<file path="config.mk">
export PLATFORM = sky130hd
export DESIGN_NAME = race_start_light_sequencer
export DESIGN_NICKNAME = d
export VERILOG_FILES = /design/src/rtl/rsls_pkg.sv /design/src/rtl/race_start_light_sequencer.sv
export SDC_FILE = /design/constraint.sdc
export NUM_CORES = 1
export LEC_CHECK = 0
export ABC_CLOCK_PERIOD_IN_PS = 6960
export BUFFER_PORTS_ARGS = -buffer_cell sky130_fd_sc_hd__buf_2
export CORE_MARGIN = 10
export CORE_UTILIZATION = 35
export CTS_CLUSTER_DIAMETER = 30
export DETAILED_ROUTE_END_ITERATION = 6
export PLACE_DENSITY_LB_ADDON = 0.2
export SLEW_MARGIN = 10
export SYNTH_ARGS = -nofsm -noshare
export SYNTH_HDL_FRONTEND = slang
export SYNTH_SLANG_ARGS = --single-unit
</file>
<file path="constraint.sdc">
create_clock -name clk_i -period 6.96 [get_ports clk_i]
set_input_delay 0.348 -clock clk_i [delete_from_list [all_inputs] [get_ports clk_i]]
set_output_delay 0.348 -clock clk_i [all_outputs]
set_load 0.05 [all_outputs]
</file>
<file path="src/rtl/rsls_pkg.sv">
// ----------------------------------------------------------------------------
// Race start light sequencer package
// Types, codes, register map and helpers for the start light sequencer.
// ----------------------------------------------------------------------------
`timescale 1ns / 1ps

package rsls_pkg;

  // Default number of red lamps
  localparam int unsigned LAMPS_DEFAULT = 5;

  // Field widths
  localparam int unsigned MODE_W  = 3;
  localparam int unsigned MS_W    = 16;
  localparam int unsigned CNT_W   = 24;
  localparam int unsigned CODE_W  = 3;
  localparam int unsigned LAMP_W  = 3;
  localparam int unsigned IN_DW   = 32;
  localparam int unsigned OUT_DW  = 16;
  localparam int unsigned APB_AW  = 5;
  localparam int unsigned APB_DW  = 32;

  // Register reset values
  localparam logic [MS_W-1:0]  GAP_MIN_RST  = 16'd800;
  localparam logic [MS_W-1:0]  GAP_MAX_RST  = 16'd1200;
  localparam logic [MS_W-1:0]  HOLD_MIN_RST = 16'd200;
  localparam logic [MS_W-1:0]  HOLD_MAX_RST = 16'd3000;
  localparam logic [CNT_W-1:0] SC_RST       = 24'd30000;
  localparam logic [CNT_W-1:0] CNT_MAX      = {CNT_W{1'b1}};

  // Register indexes (word address)
  typedef enum logic [2:0] {
    REG_GAP_MIN  = 3'd0,
    REG_GAP_MAX  = 3'd1,
    REG_HOLD_MIN = 3'd2,
    REG_HOLD_MAX = 3'd3,
    REG_SC_MS    = 3'd4
  } reg_idx_e;

  // Command codes
  typedef enum logic [MODE_W-1:0] {
    MODE_TICK   = 3'd0,
    MODE_START  = 3'd1,
    MODE_DEPLOY = 3'd2,
    MODE_STOP   = 3'd3,
    MODE_RESET  = 3'd4
  } mode_e;

  // Phase codes as reported on the output
  typedef enum logic [CODE_W-1:0] {
    CODE_WAIT  = 3'd0,
    CODE_SEQ   = 3'd1,
    CODE_RACE  = 3'd2,
    CODE_SC    = 3'd3,
    CODE_STOP  = 3'd4
  } phase_code_e;

  // Phase state, one-hot
  typedef enum logic [4:0] {
    PH_WAIT = 5'b00001,
    PH_SEQ  = 5'b00010,
    PH_RACE = 5'b00100,
    PH_SC   = 5'b01000,
    PH_STOP = 5'b10000
  } phase_e;

  // Clamp a draw into [lo, hi_excl-1]; an empty range gives lo
  function automatic logic [MS_W-1:0] clamp_draw(input logic [MS_W-1:0] draw,
                                                 input logic [MS_W-1:0] lo,
                                                 input logic [MS_W-1:0] hi_excl);
    logic [MS_W-1:0] hi;
    hi = (hi_excl > lo) ? hi_excl - 1'b1 : lo;
    if (draw < lo) begin
      return lo;
    end else if (draw > hi) begin
      return hi;
    end
    return draw;
  endfunction

  // One-hot phase to output code
  function automatic phase_code_e phase_code(input phase_e ph);
    phase_code_e code;
    unique case (ph)
      PH_WAIT: code = CODE_WAIT;
      PH_SEQ:  code = CODE_SEQ;
      PH_RACE: code = CODE_RACE;
      PH_SC:   code = CODE_SC;
      PH_STOP: code = CODE_STOP;
      default: code = CODE_WAIT;
    endcase
    return code;
  endfunction

endpackage

</file>
<file path="src/rtl/race_start_light_sequencer.sv">
// ----------------------------------------------------------------------------
// Race start light sequencer
// Steps a start-light phase machine by one command or 1 ms tick per
// transaction and reports phase, lamp count and flags for each one.
// ----------------------------------------------------------------------------
// Channel   Dir  Signals                                   Role
// s_axis    in   tvalid/tready/tdata[31:0]/tuser[2:0]      commands and ticks
// m_axis    out  tvalid/tready/tdata[15:0]                 phase and flags
// apb       in   psel/penable/pwrite/paddr[4:0]/pwdata     timing registers
//
// One transaction per cycle while m_axis_tready is high; each passes the input
// register, then its phase update lands in the output register with state.
// The output register and input register form a two-entry queue, so a new
// transaction is taken while a result waits for m_axis_tready.
// Async rst_ni clears valid flags and phase state and resets the registers.
// ----------------------------------------------------------------------------
`timescale 1ns / 1ps

module race_start_light_sequencer #(
  parameter int unsigned Lamps = rsls_pkg::LAMPS_DEFAULT
) (
  input  logic                          clk_i,
  input  logic                          rst_ni,
  // Command stream
  input  logic                          s_axis_tvalid,
  output logic                          s_axis_tready,
  // [15:0] gap_draw, [31:16] hold_draw
  input  logic [rsls_pkg::IN_DW-1:0]    s_axis_tdata,
  // [2:0] mode
  input  logic [rsls_pkg::MODE_W-1:0]   s_axis_tuser,
  // Status stream
  output logic                          m_axis_tvalid,
  input  logic                          m_axis_tready,
  // [2:0] phase_code, [5:3] red_lit, [6] lights_out, [7] is_waiting,
  // [8] can_deploy, [15:9] zero
  output logic [rsls_pkg::OUT_DW-1:0]   m_axis_tdata,
  // Register port
  input  logic                          psel,
  input  logic                          penable,
  input  logic                          pwrite,
  input  logic [rsls_pkg::APB_AW-1:0]   paddr,
  input  logic [rsls_pkg::APB_DW-1:0]   pwdata,
  output logic [rsls_pkg::APB_DW-1:0]   prdata,
  output logic                          pready
);

  localparam logic [rsls_pkg::LAMP_W-1:0] LampsW = rsls_pkg::LAMP_W'(Lamps);

  // Configuration registers
  logic [rsls_pkg::MS_W-1:0]  gap_min_q, gap_max_q, hold_min_q, hold_max_q;
  logic [rsls_pkg::CNT_W-1:0] sc_ms_q;
  logic                       cfg_wr;
  logic [2:0]                 cfg_idx;

  // Input register
  logic                        in_valid_q;
  logic [rsls_pkg::MODE_W-1:0] in_mode_q;
  logic [rsls_pkg::MS_W-1:0]   in_gap_q, in_hold_q;

  // Sequencer state
  rsls_pkg::phase_e            phase_q, phase_d;
  logic [rsls_pkg::LAMP_W-1:0] lamp_q, lamp_d;
  logic [rsls_pkg::CNT_W-1:0]  elapsed_q, elapsed_d;
  logic [rsls_pkg::MS_W-1:0]   hold_q, hold_d;
  logic                        pulse_d;

  // Output register
  logic                        out_valid_q;
  logic [rsls_pkg::OUT_DW-1:0] out_data_q, out_data_d;

  // Datapath helpers
  logic                        out_free, step;
  logic [rsls_pkg::CNT_W-1:0]  elapsed_inc;
  logic [rsls_pkg::MS_W-1:0]   gap_lim, hold_lim;
  logic [rsls_pkg::LAMP_W-1:0] lamp_inc;
  rsls_pkg::phase_code_e       code_d;

  // ---------------- register port ----------------
  assign pready  = 1'b1;
  assign cfg_wr  = psel & penable & pwrite & pready;
  assign cfg_idx = paddr[4:2];

  always_ff @(posedge clk_i or negedge rst_ni) begin
    if (!rst_ni) begin
      gap_min_q  <= rsls_pkg::GAP_MIN_RST;
      gap_max_q  <= rsls_pkg::GAP_MAX_RST;
      hold_min_q <= rsls_pkg::HOLD_MIN_RST;
      hold_max_q <= rsls_pkg::HOLD_MAX_RST;
      sc_ms_q    <= rsls_pkg::SC_RST;
    end else if (cfg_wr) begin
      unique case (cfg_idx)
        rsls_pkg::REG_GAP_MIN:  gap_min_q  <= pwdata[rsls_pkg::MS_W-1:0];
        rsls_pkg::REG_GAP_MAX:  gap_max_q  <= pwdata[rsls_pkg::MS_W-1:0];
        rsls_pkg::REG_HOLD_MIN: hold_min_q <= pwdata[rsls_pkg::MS_W-1:0];
        rsls_pkg::REG_HOLD_MAX: hold_max_q <= pwdata[rsls_pkg::MS_W-1:0];
        rsls_pkg::REG_SC_MS:    sc_ms_q    <= pwdata[rsls_pkg::CNT_W-1:0];
        default: ;
      endcase
    end
  end

  // Register readback
  always_comb begin
    unique case (cfg_idx)
      rsls_pkg::REG_GAP_MIN:  prdata = rsls_pkg::APB_DW'(gap_min_q);
      rsls_pkg::REG_GAP_MAX:  prdata = rsls_pkg::APB_DW'(gap_max_q);
      rsls_pkg::REG_HOLD_MIN: prdata = rsls_pkg::APB_DW'(hold_min_q);
      rsls_pkg::REG_HOLD_MAX: prdata = rsls_pkg::APB_DW'(hold_max_q);
      rsls_pkg::REG_SC_MS:    prdata = rsls_pkg::APB_DW'(sc_ms_q);
      default:                prdata = '0;
    endcase
  end

  // ---------------- flow control ----------------
  assign out_free      = ~out_valid_q | m_axis_tready;
  assign step          = in_valid_q & out_free;
  assign s_axis_tready = ~in_valid_q | out_free;

  // Input register
  always_ff @(posedge clk_i or negedge rst_ni) begin
    if (!rst_ni) begin
      in_valid_q <= 1'b0;
    end else if (s_axis_tready) begin
      in_valid_q <= s_axis_tvalid;
    end
  end

  always_ff @(posedge clk_i) begin
    if (s_axis_tready && s_axis_tvalid) begin
      in_mode_q <= s_axis_tuser;
      in_gap_q  <= s_axis_tdata[15:0];
      in_hold_q <= s_axis_tdata[31:16];
    end
  end

  // ---------------- phase update ----------------
  assign elapsed_inc = (elapsed_q == rsls_pkg::CNT_MAX) ? elapsed_q : elapsed_q + 1'b1;
  assign gap_lim     = rsls_pkg::clamp_draw(in_gap_q, gap_min_q, gap_max_q);
  assign hold_lim    = rsls_pkg::clamp_draw(in_hold_q, hold_min_q, hold_max_q);
  assign lamp_inc    = lamp_q + 1'b1;

  always_comb begin
    phase_d   = phase_q;
    lamp_d    = lamp_q;
    elapsed_d = elapsed_q;
    hold_d    = hold_q;
    pulse_d   = 1'b0;
    unique case (in_mode_q)
      rsls_pkg::MODE_TICK: begin
        if (phase_q == rsls_pkg::PH_SEQ) begin
          elapsed_d = elapsed_inc;
          if (lamp_q < LampsW) begin
            // next lamp once the gap has run out
            if (elapsed_inc >= rsls_pkg::CNT_W'(gap_lim)) begin
              lamp_d    = lamp_inc;
              elapsed_d = '0;
              if (lamp_inc == LampsW) begin
                hold_d = hold_lim;
              end
            end
          end else if (elapsed_inc >= rsls_pkg::CNT_W'(hold_q)) begin
            phase_d = rsls_pkg::PH_RACE;
            pulse_d = 1'b1;
          end
        end else if (phase_q == rsls_pkg::PH_SC) begin
          elapsed_d = elapsed_inc;
          if (elapsed_inc >= sc_ms_q) begin
            phase_d = rsls_pkg::PH_RACE;
          end
        end
      end
      rsls_pkg::MODE_START: begin
        phase_d   = rsls_pkg::PH_SEQ;
        lamp_d    = '0;
        elapsed_d = '0;
      end
      rsls_pkg::MODE_DEPLOY: begin
        phase_d   = rsls_pkg::PH_SC;
        elapsed_d = '0;
      end
      rsls_pkg::MODE_STOP: begin
        phase_d = rsls_pkg::PH_STOP;
      end
      rsls_pkg::MODE_RESET: begin
        phase_d = rsls_pkg::PH_WAIT;
        lamp_d  = '0;
      end
      default: ;
    endcase
  end

  always_ff @(posedge clk_i or negedge rst_ni) begin
    if (!rst_ni) begin
      phase_q   <= rsls_pkg::PH_WAIT;
      lamp_q    <= '0;
      elapsed_q <= '0;
      hold_q    <= '0;
    end else if (step) begin
      phase_q   <= phase_d;
      lamp_q    <= lamp_d;
      elapsed_q <= elapsed_d;
      hold_q    <= hold_d;
    end
  end

  // ---------------- result register ----------------
  assign code_d = rsls_pkg::phase_code(phase_d);

  always_comb begin
    out_data_d      = '0;
    out_data_d[2:0] = code_d;
    out_data_d[5:3] = lamp_d;
    out_data_d[6]   = pulse_d;
    out_data_d[7]   = (phase_d == rsls_pkg::PH_WAIT);
    out_data_d[8]   = (phase_d == rsls_pkg::PH_WAIT) | (phase_d == rsls_pkg::PH_RACE);
  end

  always_ff @(posedge clk_i or negedge rst_ni) begin
    if (!rst_ni) begin
      out_valid_q <= 1'b0;
    end else if (out_free) begin
      out_valid_q <= step;
    end
  end

  always_ff @(posedge clk_i) begin
    if (step) begin
      out_data_q <= out_data_d;
    end
  end

  assign m_axis_tvalid = out_valid_q;
  assign m_axis_tdata  = out_data_q;

endmodule

</file>
==> run_summary.xml, run 1 <==
<?xml version="1.0" encoding="UTF-8"?>
<metrics>
  <group name="global_routing">
    <metric name="globalRoute.totalOverflow" unit="">0</metric>
    <metric name="wire_length_of_the_first_global_routing_pass" unit="mm">63.4</metric>
    <metric name="grt_max_degree" unit="">73</metric>
    <metric name="first_global_vias" unit="">11200</metric>
    <metric name="grt_antenna_before_repair" unit="">0</metric>
    <metric name="grt_use_total" unit="">0.173</metric>
  </group>
  <group name="place">
    <metric name="gp_congestion" unit="">0.893</metric>
    <metric name="dp.final_hpwl" unit="mm">31.0</metric>
    <metric name="numPortBuffers" unit="">103</metric>
    <metric name="dp.cells" unit="">2016</metric>
  </group>
  <group name="sta">
    <metric name="finalHoldViolCount" unit="">0</metric>
    <metric name="skew" unit="ps">14.7</metric>
    <metric name="worst-slew-pin-transition" unit="ps">1150</metric>
    <metric name="totalNegativeSetupSlack" unit="ps">0</metric>
    <metric name="max_clock_freq" unit="GHz">0.151</metric>
    <metric name="final_period_minus_worst_setup_slack" unit="ps">6620</metric>
    <metric name="rel_slew_slack" unit="">0.232</metric>
    <metric name="post-route-period-util" unit="">0.952</metric>
    <metric name="finalMaxSlewViolations" unit="">0</metric>
    <metric name="setup_viol" unit="">0</metric>
  </group>
  <group name="worst_setup_path">
    <metric name="critical_path.slowest_cell" unit="">sky130_fd_sc_hd__dfstp_2</metric>
    <metric name="worst_r2r_startpoint" unit="">gap_min_q[8]</metric>
    <metric name="critical_path.max_fanout" unit="">25</metric>
    <metric name="worst_r2r_endpoint" unit="">elapsed_q[0]</metric>
    <metric name="end_kind" unit="">flop</metric>
    <metric name="setup.reg_to_reg.worst_slack" unit="ps">340</metric>
    <metric name="critical_path.most_common_cell" unit="">sky130_fd_sc_hd__ha_1</metric>
    <metric name="worstPathRequired" unit="ps">7350</metric>
    <metric name="cp.arrival" unit="ps">7020</metric>
    <metric name="r2r_cells" unit="">33</metric>
    <metric name="critical_path_class" unit="">flop to flop</metric>
    <metric name="cp_slowest_stage_delay" unit="ps">600</metric>
    <metric name="worstSetupStartpointType" unit="">flop</metric>
  </group>
  <group name="synth">
    <metric name="ys_seq_area_frac" unit="">0.362</metric>
    <metric name="synthFlopType" unit="">sky130_fd_sc_hd__dfrtp_1</metric>
    <metric name="yosysMostFrequentCell" unit="">sky130_fd_sc_hd__nand2_1</metric>
    <metric name="synthDistinctLibCells" unit="">67</metric>
    <metric name="netlist_instances" unit="">1435</metric>
    <metric name="avgSynthCellArea" unit="um2">9.26</metric>
    <metric name="async_set_or_reset_flop_fraction_in_the_synthesized_netlist" unit="">0.758</metric>
    <metric name="synth_top_cell_area_share" unit="">0.213</metric>
    <metric name="most_area_hungry_cell_type_in_the_yosys_netlist" unit="">sky130_fd_sc_hd__dfrtp_1</metric>
    <metric name="yosys_warnings" unit="">0</metric>
    <metric name="synth-seq-cells" unit="">182</metric>
    <metric name="mappedNetlistArea" unit="um2">13300</metric>
    <metric name="post_synth_edffs" unit="">44</metric>
    <metric name="synth_top_cells_by_count" unit="">sky130_fd_sc_hd__nand2_1 (161), sky130_fd_sc_hd__ha_1 (155), sky130_fd_sc_hd__o21ai_0 (149), sky130_fd_sc_hd__dfrtp_1 (113), sky130_fd_sc_hd__inv_1 (94)</metric>
    <metric name="synth_area_leaders" unit="">sky130_fd_sc_hd__dfrtp_1 (21%), sky130_fd_sc_hd__ha_1 (15%), sky130_fd_sc_hd__edfxtp_1 (9.9%), sky130_fd_sc_hd__o21ai_0 (5.6%), sky130_fd_sc_hd__dfstp_2 (4.9%)</metric>
  </group>
  <group name="clock_network">
    <metric name="tritoncts" unit="">built</metric>
    <metric name="maximum_root_to_sink_buffer_count" unit="">2</metric>
    <metric name="clock_insertion_delay_worst_skew" unit="ps">460</metric>
    <metric name="numClockSinks" unit="">182</metric>
    <metric name="ctsHtreeMaxLevel" unit="">4</metric>
    <metric name="root_buffer" unit="">sky130_fd_sc_hd__clkbuf_16</metric>
    <metric name="path_clk_slew" unit="ps">80</metric>
    <metric name="cts-buffers-inserted" unit="">17</metric>
  </group>
  <group name="worst_hold_path">
    <metric name="hold_path_end" unit="">in_hold_q[12]</metric>
    <metric name="worstHoldPathType" unit="">primary input to flop</metric>
    <metric name="min-delay-start" unit="">s_axis_tdata[28]</metric>
    <metric name="worstHoldPathCells" unit="">1</metric>
  </group>
  <group name="final_layout">
    <metric name="diodes" unit="">0</metric>
    <metric name="final_layout_fill_cell_count" unit="">3759</metric>
    <metric name="num-nets-final" unit="">1762</metric>
    <metric name="instances_no_fill" unit="">2052</metric>
    <metric name="drive_gt1_frac" unit="">0.179</metric>
    <metric name="syn2layout_area_growth" unit="%">14.5</metric>
  </group>
  <group name="detailed_routing">
    <metric name="dr_total_vias" unit="">11100</metric>
    <metric name="route.antenna.remaining_nets" unit="">0</metric>
    <metric name="dr.first_iter.drc_count" unit="">919</metric>
    <metric name="wirelength" unit="mm">40.4</metric>
    <metric name="wl_per_cell" unit="um">19.7</metric>
    <metric name="detail_routed_via_count_per_cell" unit="">5.43</metric>
    <metric name="remaining_drc_errors" unit="">0</metric>
    <metric name="drt_first_pass_iters" unit="">5</metric>
  </group>
  <group name="power">
    <metric name="power_density" unit="nW/um2">293</metric>
    <metric name="p_leak" unit="nW">6.96</metric>
    <metric name="maximum_ir_drop_on_the_vdd_rail" unit="mV">0.204</metric>
  </group>
  <group name="floorplan">
    <metric name="die-width" unit="um">215</metric>
    <metric name="io_pins" unit="">130</metric>
    <metric name="floorplan.initialDensity" unit="">0.353</metric>
    <metric name="die_h" unit="um">215</metric>
    <metric name="design.die.area" unit="um2">46100</metric>
    <metric name="rows" unit="">71</metric>
    <metric name="core_area" unit="um2">37600</metric>
  </group>
  <group name="flow_run">
    <metric name="cap_violations" unit="">0</metric>
  </group>
  <group name="status">
    <metric name="status" unit="">finished clean</metric>
  </group>
</metrics>
==> cell families (layout without fill, tap and decap cells) <==
| logic type | after synthesis | after routing | synth area share |
|---|---|---|---|
| buffers and inverters | 177 | 269 | 0.0572 |
| flip-flops | 182 | 182 | 0.362 |
| adder cells (fa/ha/maj) | 155 | 155 | 0.146 |
| AND/OR/NAND/NOR | 389 | 389 | 0.144 |
| XOR/XNOR | 53 | 53 | 0.0350 |
| multiplexers | 69 | 69 | 0.0565 |
| AO/OA/AOI/OAI | 408 | 408 | 0.199 |
| other | 2 | 16 | 0.000565 |
==> metrics by stage <==
step	cell area, um2	power [mW]	utilization	worst slack (ps)	hold slack, ps
floorplan	13300	2.74	-	172	52.4
global placement	14500	3.31	0.385	218	415
detailed placement	14500	3.35	0.385	177	422
CTS	15100	4.43	0.401	148	33.9
global route	15200	4.78	0.405	-69.5	36.0
finish	15200	4.46	0.405	335	55.2
==> cell usage in the layout (no fill, tap or decap), types with 7 or more instances in the layout <==
cell	count
sky130_fd_sc_hd__nor4_1	9
sky130_fd_sc_hd__nand2b_1	16
sky130_fd_sc_hd__nand3_1	29
sky130_fd_sc_hd__a22oi_1	18
sky130_fd_sc_hd__or3_1	8
sky130_fd_sc_hd__nor3b_1	7
sky130_fd_sc_hd__a22o_1	18
sky130_fd_sc_hd__edfxtp_1	44
sky130_fd_sc_hd__clkbuf_16	20
sky130_fd_sc_hd__a21o_1	31
sky130_fd_sc_hd__o21ai_0	147
sky130_fd_sc_hd__nand2_1	160
sky130_fd_sc_hd__nor3_1	24
sky130_fd_sc_hd__and3_1	10
sky130_fd_sc_hd__dfstp_2	25
sky130_fd_sc_hd__o22ai_1	30
sky130_fd_sc_hd__inv_1	94
sky130_fd_sc_hd__a21oi_1	55
sky130_fd_sc_hd__xnor2_1	27
sky130_fd_sc_hd__a2bb2o_1	16
sky130_fd_sc_hd__nor2b_1	12
sky130_fd_sc_hd__nand4_1	22
sky130_fd_sc_hd__buf_2	102
sky130_fd_sc_hd__dfrtp_1	113
sky130_fd_sc_hd__xor2_1	26
sky130_fd_sc_hd__o221ai_1	17
sky130_fd_sc_hd__mux2_2	48
sky130_fd_sc_hd__conb_1	16
sky130_fd_sc_hd__a31oi_1	20
sky130_fd_sc_hd__mux2i_1	19
sky130_fd_sc_hd__buf_4	32
sky130_fd_sc_hd__o21a_1	12
sky130_fd_sc_hd__ha_1	155
sky130_fd_sc_hd__nor2_1	52
==> power by group <==
part,total [mW],switching [mW],leakage (nW),internal (mW)
sequential,1.47,0.191,2.11,1.28
clock,1.05,0.487,0.305,0.568
combinational,1.94,1.14,4.55,0.800
total,4.46,1.82,6.96,2.65
==> state kept, by name (all words and copies together), names as in the netlist <==
name and count:
gap_min_q 16, elapsed_q 24, gap_max_q 16, lamp_q 3, hold_min_q 16, in_valid_q 1, sc_ms_q 24, phase_q 5
in_gap_q 16, hold_max_q 16, in_mode_q 3, hold_q 16, in_hold_q 16, m_axis_tdata 9, m_axis_tvalid 1
==> per-layer routing <==
layer / part of all wire / global-route usage
met2: 0.48 / 0.289
met1: 0.46 / 0.219
met5: 0 / 0
met3: 0.042 / 0.0285
met4: 0.027 / 0.0624
==> critical path, delay by kind of cell (launching register included) <==
| family | cells | cell delay (ps) |
|---|---|---|
| simple gates | 8 | 1150 |
| mux | 1 | 350 |
| buf+inv | 6 | 1010 |
| fa+ha+maj | 3 | 890 |
| compound gates | 15 | 2560 |
| flops | 1 | 600 |
==> cell type report <==
cell class | instances | area (um2) | share of cell area
clock inverter | 12 | 161 | 0.0106
timing repair buffer | 143 | 922 | 0.0606
tap | 511 | 639 | 0.0420
sequential | 182 | 4810 | 0.316
inverter | 94 | 353 | 0.0232
clock buffer | 20 | 458 | 0.0301
multi-input combinational | 1090 | 7870 | 0.518
==> timing repair <==
action | in CTS | in global routing
hold buffers | 1 | 0
endpoints found under the setup margin | 0 | 46
buffers inserted | 0 | 1
resized for setup | 0 | 16
hold endpoints to repair | 60 | 0
==> how the worst max path moves through the flow <==
stage               slack [ps]    startpoint         endpoint
floorplan                  170  gap_min_q[9]  m_axis_tdata[5]
global placement           220  gap_min_q[8]     elapsed_q[0]
detailed placement         180  gap_min_q[8]     elapsed_q[0]
CTS                        150  gap_min_q[8]     elapsed_q[0]
global route               -70  gap_min_q[8]    elapsed_q[17]
finish                     340  gap_min_q[8]     elapsed_q[0]
(Power assumes the default switching activity.)
==> run 2, diff against run 1 <==
--- a/config.mk
+++ b/config.mk
@@ -11,7 +11,7 @@
 export CORE_UTILIZATION = 35
 export CTS_CLUSTER_DIAMETER = 30
 export DETAILED_ROUTE_END_ITERATION = 6
-export PLACE_DENSITY_LB_ADDON = 0.2
+export PLACE_DENSITY_LB_ADDON = 0.12
 export SLEW_MARGIN = 10
 export SYNTH_ARGS = -nofsm -noshare
 export SYNTH_HDL_FRONTEND = slang
==> run 2 against run 1 <==
Net effect:
- clock skew rose by 5.3 ps
- worst setup slack gained 77 ps
- clock power is essentially flat
- global-route usage increased by 0.30 points
- fmax grew 1.2%
- via count decreased by 1.3%
- core utilization rose by 0.24 points
- cell area is 0.59% higher
- critical path type unchanged
- largest cell class unchanged
- highest routed layer unchanged
==> run_summary.xml, run 2 (synthesis gave the netlist of run 1 again) <==
<?xml version="1.0" encoding="UTF-8"?>
<metrics>
  <group name="clock_network">
    <metric name="root_buffer" unit="">sky130_fd_sc_hd__clkbuf_16</metric>
    <metric name="cts-buffers-inserted" unit="">17</metric>
    <metric name="numClockSinks" unit="">182</metric>
    <metric name="tritoncts" unit="">built</metric>
    <metric name="ctsHtreeMaxLevel" unit="">4</metric>
    <metric name="maximum_root_to_sink_buffer_count" unit="">2</metric>
    <metric name="clock_insertion_delay_worst_skew" unit="ps">470</metric>
    <metric name="path_clk_slew" unit="ps">90</metric>
  </group>
  <group name="power">
    <metric name="power_density" unit="nW/um2">292</metric>
    <metric name="design_power_total" unit="mW">4.46</metric>
    <metric name="p_leak" unit="nW">7.00</metric>
    <metric name="maximum_ir_drop_on_the_vdd_rail" unit="mV">0.188</metric>
  </group>
  <group name="floorplan">
    <metric name="core_area" unit="um2">37600</metric>
    <metric name="die-width" unit="um">215</metric>
    <metric name="floorplan.initialDensity" unit="">0.353</metric>
    <metric name="rows" unit="">71</metric>
    <metric name="design.die.area" unit="um2">46100</metric>
    <metric name="die_h" unit="um">215</metric>
    <metric name="io_pins" unit="">130</metric>
  </group>
  <group name="status">
    <metric name="status" unit="">finished clean</metric>
  </group>
  <group name="worst_setup_path">
    <metric name="worst_r2r_startpoint" unit="">gap_min_q[9]</metric>
    <metric name="worstSetupStartpointType" unit="">flop</metric>
    <metric name="worstPathRequired" unit="ps">7320</metric>
    <metric name="critical_path.max_fanout" unit="">16</metric>
    <metric name="critical_path.most_common_cell" unit="">sky130_fd_sc_hd__buf_4</metric>
    <metric name="cp.arrival" unit="ps">6910</metric>
    <metric name="setup.reg_to_reg.worst_slack" unit="ps">410</metric>
    <metric name="end_kind" unit="">flop</metric>
    <metric name="cp_slowest_stage_delay" unit="ps">570</metric>
    <metric name="critical_path_class" unit="">flop to flop</metric>
    <metric name="worst_r2r_endpoint" unit="">hold_q[13]</metric>
    <metric name="r2r_cells" unit="">31</metric>
    <metric name="critical_path.slowest_cell" unit="">sky130_fd_sc_hd__or4bb_4</metric>
  </group>
  <group name="global_routing">
    <metric name="grt_max_degree" unit="">80</metric>
    <metric name="globalRoute.totalOverflow" unit="">0</metric>
    <metric name="first_global_vias" unit="">11100</metric>
    <metric name="grt_use_total" unit="">0.176</metric>
    <metric name="wire_length_of_the_first_global_routing_pass" unit="mm">64.2</metric>
    <metric name="grt_antenna_before_repair" unit="">1</metric>
  </group>
  <group name="final_layout">
    <metric name="final_layout_fill_cell_count" unit="">3796</metric>
    <metric name="num-nets-final" unit="">1766</metric>
    <metric name="instances_no_fill" unit="">2056</metric>
    <metric name="drive_gt1_frac" unit="">0.184</metric>
    <metric name="final_common_cell" unit="">sky130_fd_sc_hd__nand2_1</metric>
    <metric name="mostFrequentLayoutCells" unit="">sky130_fd_sc_hd__nand2_1 (160), sky130_fd_sc_hd__ha_1 (155), sky130_fd_sc_hd__o21ai_0 (148)</metric>
    <metric name="final_cell_area" unit="um2">15300</metric>
    <metric name="diodes" unit="">0</metric>
    <metric name="biggestRegsByFlops" unit="">elapsed_q x24, sc_ms_q x24</metric>
    <metric name="syn2layout_area_growth" unit="%">15.2</metric>
  </group>
  <group name="sta">
    <metric name="final_period_minus_worst_setup_slack" unit="ps">6550</metric>
    <metric name="post-route-period-util" unit="">0.941</metric>
    <metric name="finalMaxSlewViolations" unit="">0</metric>
    <metric name="setup_viol" unit="">0</metric>
    <metric name="worst-slew-pin-transition" unit="ps">1030</metric>
    <metric name="totalNegativeSetupSlack" unit="ps">0</metric>
    <metric name="skew" unit="ps">19.9</metric>
    <metric name="rel_slew_slack" unit="">0.311</metric>
    <metric name="setup_repair_after_global_routing_missed_its_margin" unit="">false</metric>
    <metric name="finalHoldViolCount" unit="">0</metric>
    <metric name="max_clock_freq" unit="GHz">0.153</metric>
    <metric name="hold_slack" unit="ps">51.3</metric>
  </group>
  <group name="detailed_routing">
    <metric name="wl_per_cell" unit="um">20.2</metric>
    <metric name="route.antenna.remaining_nets" unit="">0</metric>
    <metric name="dr_total_vias" unit="">11000</metric>
    <metric name="drt_first_pass_iters" unit="">7</metric>
    <metric name="detail_routed_via_count_per_cell" unit="">5.35</metric>
    <metric name="remaining_drc_errors" unit="">0</metric>
    <metric name="wirelength" unit="mm">41.5</metric>
    <metric name="dr.first_iter.drc_count" unit="">748</metric>
  </group>
  <group name="worst_hold_path">
    <metric name="worstHoldPathCells" unit="">1</metric>
    <metric name="hold_path_end" unit="">in_hold_q[4]</metric>
    <metric name="min-delay-start" unit="">s_axis_tdata[20]</metric>
    <metric name="worstHoldPathType" unit="">primary input to flop</metric>
  </group>
  <group name="place">
    <metric name="dp.cells" unit="">2014</metric>
    <metric name="dp.final_hpwl" unit="mm">31.7</metric>
    <metric name="numPortBuffers" unit="">103</metric>
    <metric name="place_area" unit="um2">14400</metric>
    <metric name="gp_congestion" unit="">0.848</metric>
  </group>
  <group name="flow_run">
    <metric name="cap_violations" unit="">0</metric>
  </group>
</metrics>
## run 2: changes by cell type in the layout (fill, tap and decap cells not counted), sizes merged
cell    before  now
inv        101  104
buf        140  142
clkinv       3    5
clkbuf      22   21
bufinv       2    0
## run 2: worst max-delay path by stage
stage,depth (start not counted),start,slack [ps],to
after floorplan,32,gap_min_q[9],170,m_axis_tdata[5]
after global placement,31,gap_min_q[9],310,elapsed_q[0]
after detailed placement,29,gap_min_q[9],280,hold_q[3]
after CTS,29,gap_min_q[9],240,hold_q[1]
after global routing,32,gap_min_q[9],40,hold_q[15]
final,31,gap_min_q[9],410,hold_q[13]
## run 2: final cells by class
type / count / area (um2) / share of cell area
flip-flops and latches: 182 / 4810 / 0.314
multi-input cells: 1090 / 7890 / 0.515
inverters: 94 / 353 / 0.0231
well taps: 511 / 639 / 0.0418
clock inverters: 15 / 214 / 0.0140
repair buffers: 147 / 978 / 0.0639
clock buffers: 17 / 425 / 0.0278
## run 2: timing repair
item / CTS / global route
endpoints found under the setup margin: 0 / 46
buffers inserted: 0 / 5
hold buffers: 1 / 0
gates resized for setup: 0 / 19
endpoints found under the hold margin: 48 / 0
## run 2: through the flow
step                 util  worst slack, ps
CTS                 0.401              242
global route        0.407             42.9
floorplan               -              172
detailed placement  0.383              275
finish              0.407              412
global placement    0.383              309
## run 2: power by group
part	switching, mW	internal [mW]	total (mW)	leakage, nW
clock network	0.554	0.506	1.06	0.308
logic	1.15	0.792	1.94	4.58
registers	0.185	1.28	1.46	2.11
total	1.89	2.58	4.46	7.00
## run 2: critical path, delay by kind of cell (launching register included)
| kind | cells | cell delay [ps] |
|---|---|---|
| AND/OR/NAND/NOR | 11 | 2360 |
| buffers and inverters | 7 | 1120 |
| flip-flops | 1 | 530 |
| AO/OA/AOI/OAI | 10 | 1520 |
| adder cells (fa/ha/maj) | 3 | 890 |
## run 2: routing by layer
metal / vias to the layer above / global-route usage / share of wire
met5: - / 0 / 0
met4: 0 / 0.0579 / 0.023
met3: 51 / 0.0326 / 0.050
met2: 253 / 0.296 / 0.48
met1: 5263 / 0.222 / 0.45
li1: 5424 / - / -
